===== src/hdl/pip_pkg.sv =====
// ----------------------------------------------------------------------------
// Palette index packer package
// Shared constants, request kinds, the burst record and the byte formatting
// helpers used by the packer datapath.
// ----------------------------------------------------------------------------
package pip_pkg;

   localparam int PaletteEntriesDef = 16;
   localparam int PaletteMax        = 16;
   localparam int HeaderBytes       = 4;
   localparam int BurstBytes        = HeaderBytes + PaletteMax;
   localparam int BurstCntW         = $clog2(BurstBytes + 1);
   localparam int CountW            = 5;
   localparam int PendW             = 21;
   localparam int GroupW            = 3;

   localparam logic [BurstCntW-1:0] BurstCountFmt0 = BurstCntW'(HeaderBytes + 16);
   localparam logic [BurstCntW-1:0] BurstCountFmt1 = BurstCntW'(HeaderBytes + 8);

   localparam logic [1:0] REQ_PALETTE = 2'd0;
   localparam logic [1:0] REQ_FRAME   = 2'd1;
   localparam logic [1:0] REQ_PIXEL   = 2'd2;
   localparam logic [1:0] REQ_UNUSED  = 2'd3;

   localparam logic FMT_NIBBLE = 1'b0;
   localparam logic FMT_SPLIT  = 1'b1;

   localparam logic CSR_FORMAT = 1'b0;
   localparam logic CSR_COUNT  = 1'b1;

   typedef struct packed {
      logic [BurstBytes-1:0][7:0] data;
      logic [BurstCntW-1:0]       count;
   } burst_type;

   // BBGGGRRR color byte, red in the low bits
   function automatic logic [7:0] to_332(input logic [23:0] c);
      return {c[7:6], c[15:13], c[23:21]};
   endfunction

   // Eight 3-bit indices into three bytes, the seventh and eighth split
   function automatic logic [23:0] pack_split(input logic [7:0][2:0] c);
      logic [7:0] b0;
      logic [7:0] b1;
      logic [7:0] b2;
      b0 = {c[6][2], c[0], c[6][1], c[1]};
      b1 = {c[6][0], c[2], c[7][2], c[3]};
      b2 = {c[7][1], c[4], c[7][0], c[5]};
      return {b2, b1, b0};
   endfunction

endpackage


===== src/hdl/pip_palette.sv =====
// ----------------------------------------------------------------------------
// Palette store and lookup
// Holds the palette colors, finds the first matching slot for a pixel and
// forms the palette bytes of the frame header.
// ----------------------------------------------------------------------------
module pip_palette import pip_pkg::*; #(
   parameter int PALETTE_ENTRIES = PaletteEntriesDef
) (
   input  logic                         clock,
   input  logic                         wr_en,
   input  logic [$clog2(PALETTE_ENTRIES)-1:0] wr_slot,
   input  logic [23:0]                  color,
   input  logic [CountW-1:0]            eff_count,
   output logic [CountW-1:0]            match_index,
   output logic [PaletteMax-1:0][7:0]   pal_bytes
);

   logic [23:0] pal_ff [PALETTE_ENTRIES];

   always_ff @(posedge clock) begin
      if (wr_en) begin
         pal_ff[wr_slot] <= color;
      end
   end

   // first match wins: scan from the top down
   always_comb begin
      match_index = eff_count;
      for (int j = PALETTE_ENTRIES - 1; j >= 0; j--) begin
         if (CountW'(j) < eff_count && pal_ff[j] == color) begin
            match_index = CountW'(j);
         end
      end
   end

   always_comb begin
      for (int i = 0; i < PaletteMax; i++) begin
         pal_bytes[i] = 8'hFF;
      end
      for (int j = 0; j < PALETTE_ENTRIES; j++) begin
         if (CountW'(j) < eff_count) begin
            pal_bytes[j] = to_332(pal_ff[j]);
         end
      end
   end

endmodule


===== src/hdl/pip_pack.sv =====
// ----------------------------------------------------------------------------
// Index packer
// Turns one registered request into a burst of output bytes and keeps the
// open index group between pixels.
// ----------------------------------------------------------------------------
module pip_pack import pip_pkg::*; (
   input  logic                       clock,
   input  logic                       reset,
   input  logic                       advance,
   input  logic [1:0]                 req_kind,
   input  logic [15:0]                frame_width,
   input  logic [15:0]                frame_height,
   input  logic                       end_of_image,
   input  logic                       output_format,
   input  logic [CountW-1:0]          match_index,
   input  logic [PaletteMax-1:0][7:0] pal_bytes,
   output burst_type                  burst
);

   logic [PendW-1:0]  pend_ff;
   logic [PendW-1:0]  pend_in;
   logic [GroupW-1:0] gp_ff;
   logic [GroupW-1:0] gp_in;

   logic [3:0]        idx4;
   logic [2:0]        idx3;
   logic [PendW-1:0]  ins;
   logic [GroupW-1:0] gp_next;
   logic [7:0][2:0]   c;
   logic [23:0]       split;

   always_comb begin
      idx4 = (match_index > CountW'(15)) ? 4'd15 : match_index[3:0];
      idx3 = (match_index > CountW'(7)) ? 3'd7 : match_index[2:0];
      gp_next = gp_ff + GroupW'(1);
      ins = pend_ff;
      for (int p = 0; p < 7; p++) begin
         if (gp_ff == GroupW'(p)) begin
            ins[3*p +: 3] = idx3;
         end
      end
      for (int p = 0; p < 8; p++) begin
         c[p] = 3'd0;
      end
      if (gp_ff == GroupW'(7)) begin
         for (int p = 0; p < 7; p++) begin
            c[p] = pend_ff[3*p +: 3];
         end
         c[7] = idx3;
      end else begin
         // end of image: fill the missing indices with zero
         for (int p = 0; p < 7; p++) begin
            if (GroupW'(p) < gp_next || gp_next == GroupW'(0)) begin
               c[p] = ins[3*p +: 3];
            end
         end
      end
      split = pack_split(c);
   end

   always_comb begin
      pend_in = pend_ff;
      gp_in = gp_ff;
      burst = '0;
      case (req_kind)
         REQ_FRAME: begin
            burst.data[0] = frame_width[7:0];
            burst.data[1] = frame_width[15:8];
            burst.data[2] = frame_height[7:0];
            burst.data[3] = frame_height[15:8];
            for (int i = 0; i < PaletteMax; i++) begin
               burst.data[HeaderBytes + i] = pal_bytes[i];
            end
            burst.count = (output_format == FMT_NIBBLE) ? BurstCountFmt0 : BurstCountFmt1;
            pend_in = '0;
            gp_in = '0;
         end
         REQ_PIXEL: begin
            if (output_format == FMT_NIBBLE) begin
               if (gp_ff != '0) begin
                  burst.data[0] = {pend_ff[3:0], idx4};
                  burst.count = BurstCntW'(1);
                  pend_in = '0;
                  gp_in = '0;
               end else if (end_of_image) begin
                  burst.data[0] = {idx4, 4'h0};
                  burst.count = BurstCntW'(1);
                  pend_in = '0;
                  gp_in = '0;
               end else begin
                  pend_in = {{(PendW-4){1'b0}}, idx4};
                  gp_in = GroupW'(1);
               end
            end else begin
               if (gp_ff == GroupW'(7) || end_of_image) begin
                  burst.data[0] = split[7:0];
                  burst.data[1] = split[15:8];
                  burst.data[2] = split[23:16];
                  burst.count = BurstCntW'(3);
                  pend_in = '0;
                  gp_in = '0;
               end else begin
                  pend_in = ins;
                  gp_in = gp_next;
               end
            end
         end
         default: begin
         end
      endcase
   end

   always_ff @(posedge clock) begin
      if (reset) begin
         pend_ff <= '0;
         gp_ff <= '0;
      end else if (advance) begin
         pend_ff <= pend_in;
         gp_ff <= gp_in;
      end
   end

   a_frame_clears: assert property (@(posedge clock) disable iff (reset)
      advance && req_kind == REQ_FRAME |=> gp_ff == '0 && pend_ff == '0)
      else $error("frame start left an open group");

   a_split_full: assert property (@(posedge clock) disable iff (reset)
      advance && req_kind == REQ_PIXEL && output_format == FMT_SPLIT && gp_ff == GroupW'(7)
      |-> burst.count == BurstCntW'(3))
      else $error("full split group did not emit three bytes");

   a_nibble_pair: assert property (@(posedge clock) disable iff (reset)
      advance && req_kind == REQ_PIXEL && output_format == FMT_NIBBLE && gp_ff == '0
      && !end_of_image |=> gp_ff == GroupW'(1))
      else $error("nibble group did not open");

endmodule


===== src/hdl/pip_serial.sv =====
// ----------------------------------------------------------------------------
// Output serializer
// Holds one burst of bytes and hands them to the response channel one per
// cycle while rsp_tready is high, marking the final byte.
// ----------------------------------------------------------------------------
module pip_serial import pip_pkg::*; (
   input  logic      clock,
   input  logic      reset,
   input  logic      load,
   input  burst_type burst,
   output logic      free,
   output logic      rsp_tvalid,
   input  logic      rsp_tready,
   output logic [7:0] rsp_tdata,
   output logic      rsp_tlast
);

   logic [BurstBytes-1:0][7:0] data_ff;
   logic [BurstBytes-1:0][7:0] data_in;
   logic [BurstCntW-1:0]       cnt_ff;
   logic [BurstCntW-1:0]       cnt_in;
   logic                       take;

   assign rsp_tvalid = cnt_ff != '0;
   assign rsp_tdata  = data_ff[0];
   assign rsp_tlast  = cnt_ff == BurstCntW'(1);
   assign take       = rsp_tvalid && rsp_tready;
   assign free       = !rsp_tvalid || (rsp_tlast && rsp_tready);

   always_comb begin
      data_in = data_ff;
      cnt_in = cnt_ff;
      if (load) begin
         data_in = burst.data;
         cnt_in = burst.count;
      end else if (take) begin
         data_in = data_ff >> 8;
         cnt_in = cnt_ff - BurstCntW'(1);
      end
   end

   always_ff @(posedge clock) begin
      data_ff <= data_in;
      if (reset) begin
         cnt_ff <= '0;
      end else begin
         cnt_ff <= cnt_in;
      end
   end

   a_load_when_free: assert property (@(posedge clock) disable iff (reset)
      load |-> free)
      else $error("burst loaded over unsent bytes");

   a_burst_continues: assert property (@(posedge clock) disable iff (reset)
      take && !rsp_tlast |=> rsp_tvalid)
      else $error("burst ended without a last byte");

endmodule


===== src/hdl/palette_index_packer.sv =====
// ----------------------------------------------------------------------------
// Palette index packer
// Maps RGB pixels to palette indices and packs them into a byte stream.
// ----------------------------------------------------------------------------
// Requests enter on req_* (kind in tuser, end of image in tlast) and land in
// an input register. From there one pass of logic looks the color up in the
// palette and forms a burst of 0, 1, 3, 12 or 20 bytes into the output
// serializer, which drives rsp_* one byte per cycle while rsp_tready is high
// and sets tlast on the final byte of each request.
// A request's bytes pass the input register, then the serializer register.
// Throughput: one request per cycle while each burst is at most one byte
// long and rsp_tready is high; a longer burst, as from a split-format group
// or a frame start, holds back the next request that has bytes to send.
// The next request is taken while the last byte of a burst is being sent.
// Reset clears the open group, the format and count registers and both
// stages; palette slots keep no reset value and must be written before use.
// When rsp_tready is low the serializer holds its byte and the input
// register fills, then req_tready drops. Palette writes and pixels that only
// extend a group give no bytes and pass without waiting on the output.
// ----------------------------------------------------------------------------
module palette_index_packer import pip_pkg::*; #(
   parameter int PALETTE_ENTRIES = PaletteEntriesDef
) (
   input  logic        clock,
   input  logic        reset,
   input  logic        req_tvalid,
   output logic        req_tready,
   // entry_index[3:0], pixel_color[27:4], frame_width[43:28],
   // frame_height[59:44], zero fill[63:60]
   input  logic [63:0] req_tdata,
   // req_type[1:0]
   input  logic [1:0]  req_tuser,
   input  logic        req_tlast,
   output logic        rsp_tvalid,
   input  logic        rsp_tready,
   // out_byte[7:0]
   output logic [7:0]  rsp_tdata,
   output logic        rsp_tlast,
   input  logic        csr_we,
   input  logic        csr_addr,
   input  logic [4:0]  csr_wdata
);

   localparam int SlotW = $clog2(PALETTE_ENTRIES);

   logic              fmt_ff;
   logic [CountW-1:0] count_ff;
   logic [CountW-1:0] eff_count;

   logic              s1_valid_ff;
   logic [1:0]        kind_ff;
   logic [3:0]        slot_ff;
   logic [23:0]       color_ff;
   logic [15:0]       width_ff;
   logic [15:0]       height_ff;
   logic              eoi_ff;

   logic              s1_adv;
   logic              ser_free;
   logic              pal_we;
   logic [CountW-1:0] match_index;
   logic [PaletteMax-1:0][7:0] pal_bytes;
   burst_type         burst;

   always_ff @(posedge clock) begin
      if (reset) begin
         fmt_ff <= FMT_NIBBLE;
         count_ff <= '0;
      end else if (csr_we) begin
         case (csr_addr)
            CSR_FORMAT: fmt_ff <= csr_wdata[0];
            CSR_COUNT:  count_ff <= csr_wdata;
            default: begin
            end
         endcase
      end
   end

   always_comb begin
      eff_count = count_ff;
      if (eff_count > CountW'(PaletteMax)) begin
         eff_count = CountW'(PaletteMax);
      end
      if (eff_count > CountW'(PALETTE_ENTRIES)) begin
         eff_count = CountW'(PALETTE_ENTRIES);
      end
   end

   // advance when the burst is empty or the serializer can take it
   assign s1_adv     = s1_valid_ff && (burst.count == '0 || ser_free);
   assign req_tready = !s1_valid_ff || s1_adv;
   assign pal_we     = s1_adv && kind_ff == REQ_PALETTE
                       && {1'b0, slot_ff} < CountW'(PALETTE_ENTRIES);

   always_ff @(posedge clock) begin
      if (req_tvalid && req_tready) begin
         kind_ff <= req_tuser;
         slot_ff <= req_tdata[3:0];
         color_ff <= req_tdata[27:4];
         width_ff <= req_tdata[43:28];
         height_ff <= req_tdata[59:44];
         eoi_ff <= req_tlast;
      end
      if (reset) begin
         s1_valid_ff <= 1'b0;
      end else if (req_tready) begin
         s1_valid_ff <= req_tvalid;
      end
   end

   pip_palette #(
      .PALETTE_ENTRIES(PALETTE_ENTRIES)
   ) u_palette (
      .clock       (clock),
      .wr_en       (pal_we),
      .wr_slot     (slot_ff[SlotW-1:0]),
      .color       (color_ff),
      .eff_count   (eff_count),
      .match_index (match_index),
      .pal_bytes   (pal_bytes)
   );

   pip_pack u_pack (
      .clock         (clock),
      .reset         (reset),
      .advance       (s1_adv),
      .req_kind      (kind_ff),
      .frame_width   (width_ff),
      .frame_height  (height_ff),
      .end_of_image  (eoi_ff),
      .output_format (fmt_ff),
      .match_index   (match_index),
      .pal_bytes     (pal_bytes),
      .burst         (burst)
   );

   pip_serial u_serial (
      .clock      (clock),
      .reset      (reset),
      .load       (s1_adv && burst.count != '0),
      .burst      (burst),
      .free       (ser_free),
      .rsp_tvalid (rsp_tvalid),
      .rsp_tready (rsp_tready),
      .rsp_tdata  (rsp_tdata),
      .rsp_tlast  (rsp_tlast)
   );

   a_frame_emits: assert property (@(posedge clock) disable iff (reset)
      s1_adv && kind_ff == REQ_FRAME |=> rsp_tvalid)
      else $error("frame start produced no header");

   a_quiet_kinds: assert property (@(posedge clock) disable iff (reset)
      s1_valid_ff && (kind_ff == REQ_PALETTE || kind_ff == REQ_UNUSED) |-> s1_adv)
      else $error("request without output stalled");

   a_idle_ready: assert property (@(posedge clock) disable iff (reset)
      !s1_valid_ff |-> req_tready)
      else $error("empty input register refused a request");

endmodule

===== config.mk =====
export PLATFORM = sky130hd
export DESIGN_NAME = palette_index_packer
export DESIGN_NICKNAME = d
export VERILOG_FILES = /design/src/hdl/pip_pkg.sv /design/src/hdl/pip_palette.sv /design/src/hdl/pip_pack.sv /design/src/hdl/pip_serial.sv /design/src/hdl/palette_index_packer.sv
export SDC_FILE = /design/constraint.sdc
export NUM_CORES = 1
export LEC_CHECK = 0
export CAP_MARGIN = 0
export CORE_MARGIN = 2
export CORE_UTILIZATION = 40
export CTS_CLUSTER_SIZE = 16
export DETAILED_ROUTE_END_ITERATION = 12
export DONT_BUFFER_PORTS = 1
export GPL_TIMING_DRIVEN = 0
export SLEW_MARGIN = 25
export SYNTH_ARGS = -nofsm -noshare
export SYNTH_HDL_FRONTEND = slang
export SYNTH_HIERARCHICAL = 1
export SYNTH_SLANG_ARGS = --single-unit

===== constraint.sdc =====
create_clock -name clock -period 8.7 [get_ports clock]
set_input_delay 0.435 -clock clock [delete_from_list [all_inputs] [get_ports clock]]
set_output_delay 0.435 -clock clock [all_outputs]
set_load 0.05 [all_outputs]

==> out/metrics.csv <==
stage,metric,value,unit
outcome,outcome,"complete, no violations",
timing,period_minus_slack,6.35,ns
synth,synth_top_area_share,60.2,%
synth,yosys_warnings,6,
hold_path,hold_class,in -> reg,
die,die_w,279,um
timing,slew_headroom,26.9,%
cells_and_area,multi_input_area,0.0108,mm^2
global_route,antenna_found_initial,0,
clock_network,cts_made_buffers,74,
die,floorplan.rows,100,
die,core,0.0747,mm^2
drt,wl,90000,um
synth,yosysSeqAreaShare,62.6,%
critical_path,arrival,6.70,ns
synth,ys_types,73,
power,powerDensity,252,mW/mm^2
cells_and_area,drive_gt1_share,17.0,%
global_route,grt_pass1_wl,129000,um
synth,synth_area_per_cell,13.5,um^2
critical_path,critical_path.startpoint,color_ff[3]$_DFFE_PP_,
critical_path,r2r-end,u_serial/rsp_tdata[1]$_DFFE_PP_,
clock_network,cts_max_path_buffers,3,
drt,detail_route.vias_per_cell,5.51,
synth,synth_ff_type,edfxtp_1,
die,die_h,279,um
flow_run,cap_violations,0,
timing,tightest_slew,1.10,ns
global_route,track_usage,23.0,%
synth,synthTopCellsByCount,"edfxtp_1, xnor2_1, mux2_2",
synth,ys_ff_latch,643,
power,irDropWorstVdd,0.136,mV
timing,final-hold-violation-count,0,
clock_network,cts_tree,yes,
critical_path,r2r_cells,14,
critical_path,r2r-start,color_ff[3]$_DFFE_PP_,
timing,finalSetupViolCount,0,
global_route,grt_max_degree,50,
cells_and_area,antenna_cells,0,
drt,wl_per_cell,26.2,um
die,start_util,40.5,%
hold_path,min_path_cells,2,
drt,firstDrtPassIters,5,
synth,synthesis.area,0.0303,mm^2
timing,finClkSkew,0.0457,ns
synth,syn_inst,2236,
drt,dr_total_vias,18900,
critical_path,crit_path_end_kind,register,
critical_path,r2r_slack,2.35,ns
critical_path,cp_max_fo,10,
drt,drc,0,
power,leakagePower,11.2,nW
hold_path,holdPathEnd,u_serial/cnt_ff[4]$_SDFFE_PP0P_,
drt,drt_iter0_markers,2125,
cells_and_area,final_util,47.1,%
place,routabilityCongestion,0.943,
clock_network,clk_latency,0.64,ns
clock_network,cts_root_buffer,clkbuf_16,
die,dieArea,0.0779,mm^2
drt,ant_nets,0,
timing,hold_ws,0.0529,ns
cells_and_area,nFillCells,6572,
synth,syn-num-nets,2326,
clock_network,clock-sinks,643,
timing,max_freq,0.157,GHz
timing,maxSlewViolCount,0,
global_route,grt_pass1_vias,18700,
critical_path,start_kind,register,
global_route,grt-ovfl-total,0,
place,hpwl,65000,um
place,io_buffers,0,
clock_network,cts_setup_buffers,0,
cells_and_area,register_area,0.0189,mm^2
synth,synth_most_common_cell,edfxtp_1,
synth,synth_edf_count,607,
clock_network,clk_pin_slew_worst_paths,0.05,ns
synth,yosysTopAreaCell,edfxtp_1,
critical_path,worstSetupPathType,reg -> reg,
die,ios,89,
timing,min_period_over_period,73.0,%
synth,synthTopCellsByArea,"edfxtp_1, xnor2_1, mux2_2",
critical_path,required,9.04,ns
clock_network,htree_levels,3,
cells_and_area,area_growth,16.2,%
synth,ys_async_sr_fraction,0,%
hold_path,holdCritStartpoint,reset,
cells_and_area,nNetsFinal,2502,
timing,rsz0062_at_grt,no,
[cell families (layout without fill, tap and decap cells)]
| group | after synthesis | after routing | synth area share (%) |
|---|---|---|---|
| simple gates | 749 | 749 | 14.3 |
| flops | 643 | 643 | 62.6 |
| xor+xnor | 386 | 386 | 11.2 |
| mux | 159 | 159 | 5.91 |
| buf+inv | 148 | 381 | 2.14 |
| compound gates | 139 | 139 | 3.38 |
| fa+ha+maj | 12 | 12 | 0.496 |
[critical path: stages (launching register included)]
cell      delay (ns)
edfxtp_1        0.72
buf_8           0.24
clkbuf_1        0.53
buf_2           0.64
xor2_1          0.17
or4b_2          0.65
nor4_1          0.50
nor4_1          0.19
a211oi_1        0.43
o21ai_1         0.33
or3_1           0.60
mux2_2          0.33
a211oi_1        0.29
o21ai_1         0.13
mux2_2          0.28
[metal layers]
metal	share of wire [%]	GRT usage (%)
met5	0	0
met4	3.2	7.78
met3	6.9	3.08
met2	46	36.2
met1	44	32.7
[what timing repair did]
item | in CTS | in global routing
resized for setup | 0 | 0
hold buffers | 68 | 0
setup endpoints to repair | 0 | 0
hold endpoints to repair | 74 | 0
[worst max-delay path by stage]
stage | end | slack [ns] | cells past startpoint
after floorplan | u_serial/data_ff[100]$_DFFE_PP_ | 2.30 | 13
final | u_serial/rsp_tdata[1]$_DFFE_PP_ | 2.35 | 14
after detailed placement | u_serial/rsp_tdata[1]$_DFFE_PP_ | 2.35 | 14
after CTS | u_serial/rsp_tdata[1]$_DFFE_PP_ | 2.27 | 14
after global routing | u_serial/rsp_tdata[1]$_DFFE_PP_ | 2.22 | 14
after global placement | u_serial/data_ff[55]$_DFFE_PP_ | -0.73 | 13
[stage by stage]
stage	total power [W]	area, um^2	std cells	setup TNS, ns	worst slack, ns
detailed placement	0.00588	32100	3235	0	2.35
CTS	0.00895	35200	3436	0	2.27
global placement	0.00589	31500	3205	-113.51	-0.729
global route	0.00920	35200	3438	0	2.22
floorplan	0.00537	30300	2236	0	2.30
finish	0.00887	35200	3438	0	2.35
[cell type report]
type	count	share of cell area (%)
inverter	34	0.363
tap	969	3.44
sequential	643	53.8
multi-input combinational	1445	30.8
timing repair buffer	100	3.33
buffer	114	1.49
clock buffer	99	5.73
clock inverter	34	0.978
[state kept, by name (all words and copies together), names as in the netlist]
name                flops
fmt_ff                  1
slot_ff                 4
u_serial/data_ff      152
count_ff                5
eoi_ff                  1
kind_ff                 2
u_serial/cnt_ff         5
u_serial/rsp_tdata      8
height_ff              16
s1_valid_ff             1
u_pack/pend_ff         21
color_ff               24
u_palette/pal_ff      384
width_ff               16
u_pack/gp_ff            3
[where the power goes]
part           internal [W]  switching [W]  total (W)
Combinational      0.000625       0.000945    0.00157
Sequential          0.00407       0.000206    0.00427
Clock               0.00176        0.00127    0.00303
[cells in the final DEF, fill, tap and decap left out, types with 46 or more instances in the layout]
cell type,count
and2_1,152
clkbuf_1,85
clkbuf_16,75
dlygate4sd3_1,68
edfxtp_1,607
mux2_2,155
nand2_1,97
nand4_1,85
nor2_1,57
or2_1,50
or2_2,46
xnor2_1,269
xor2_1,117
No activity file was read; power rests on OpenSTA's default activity.
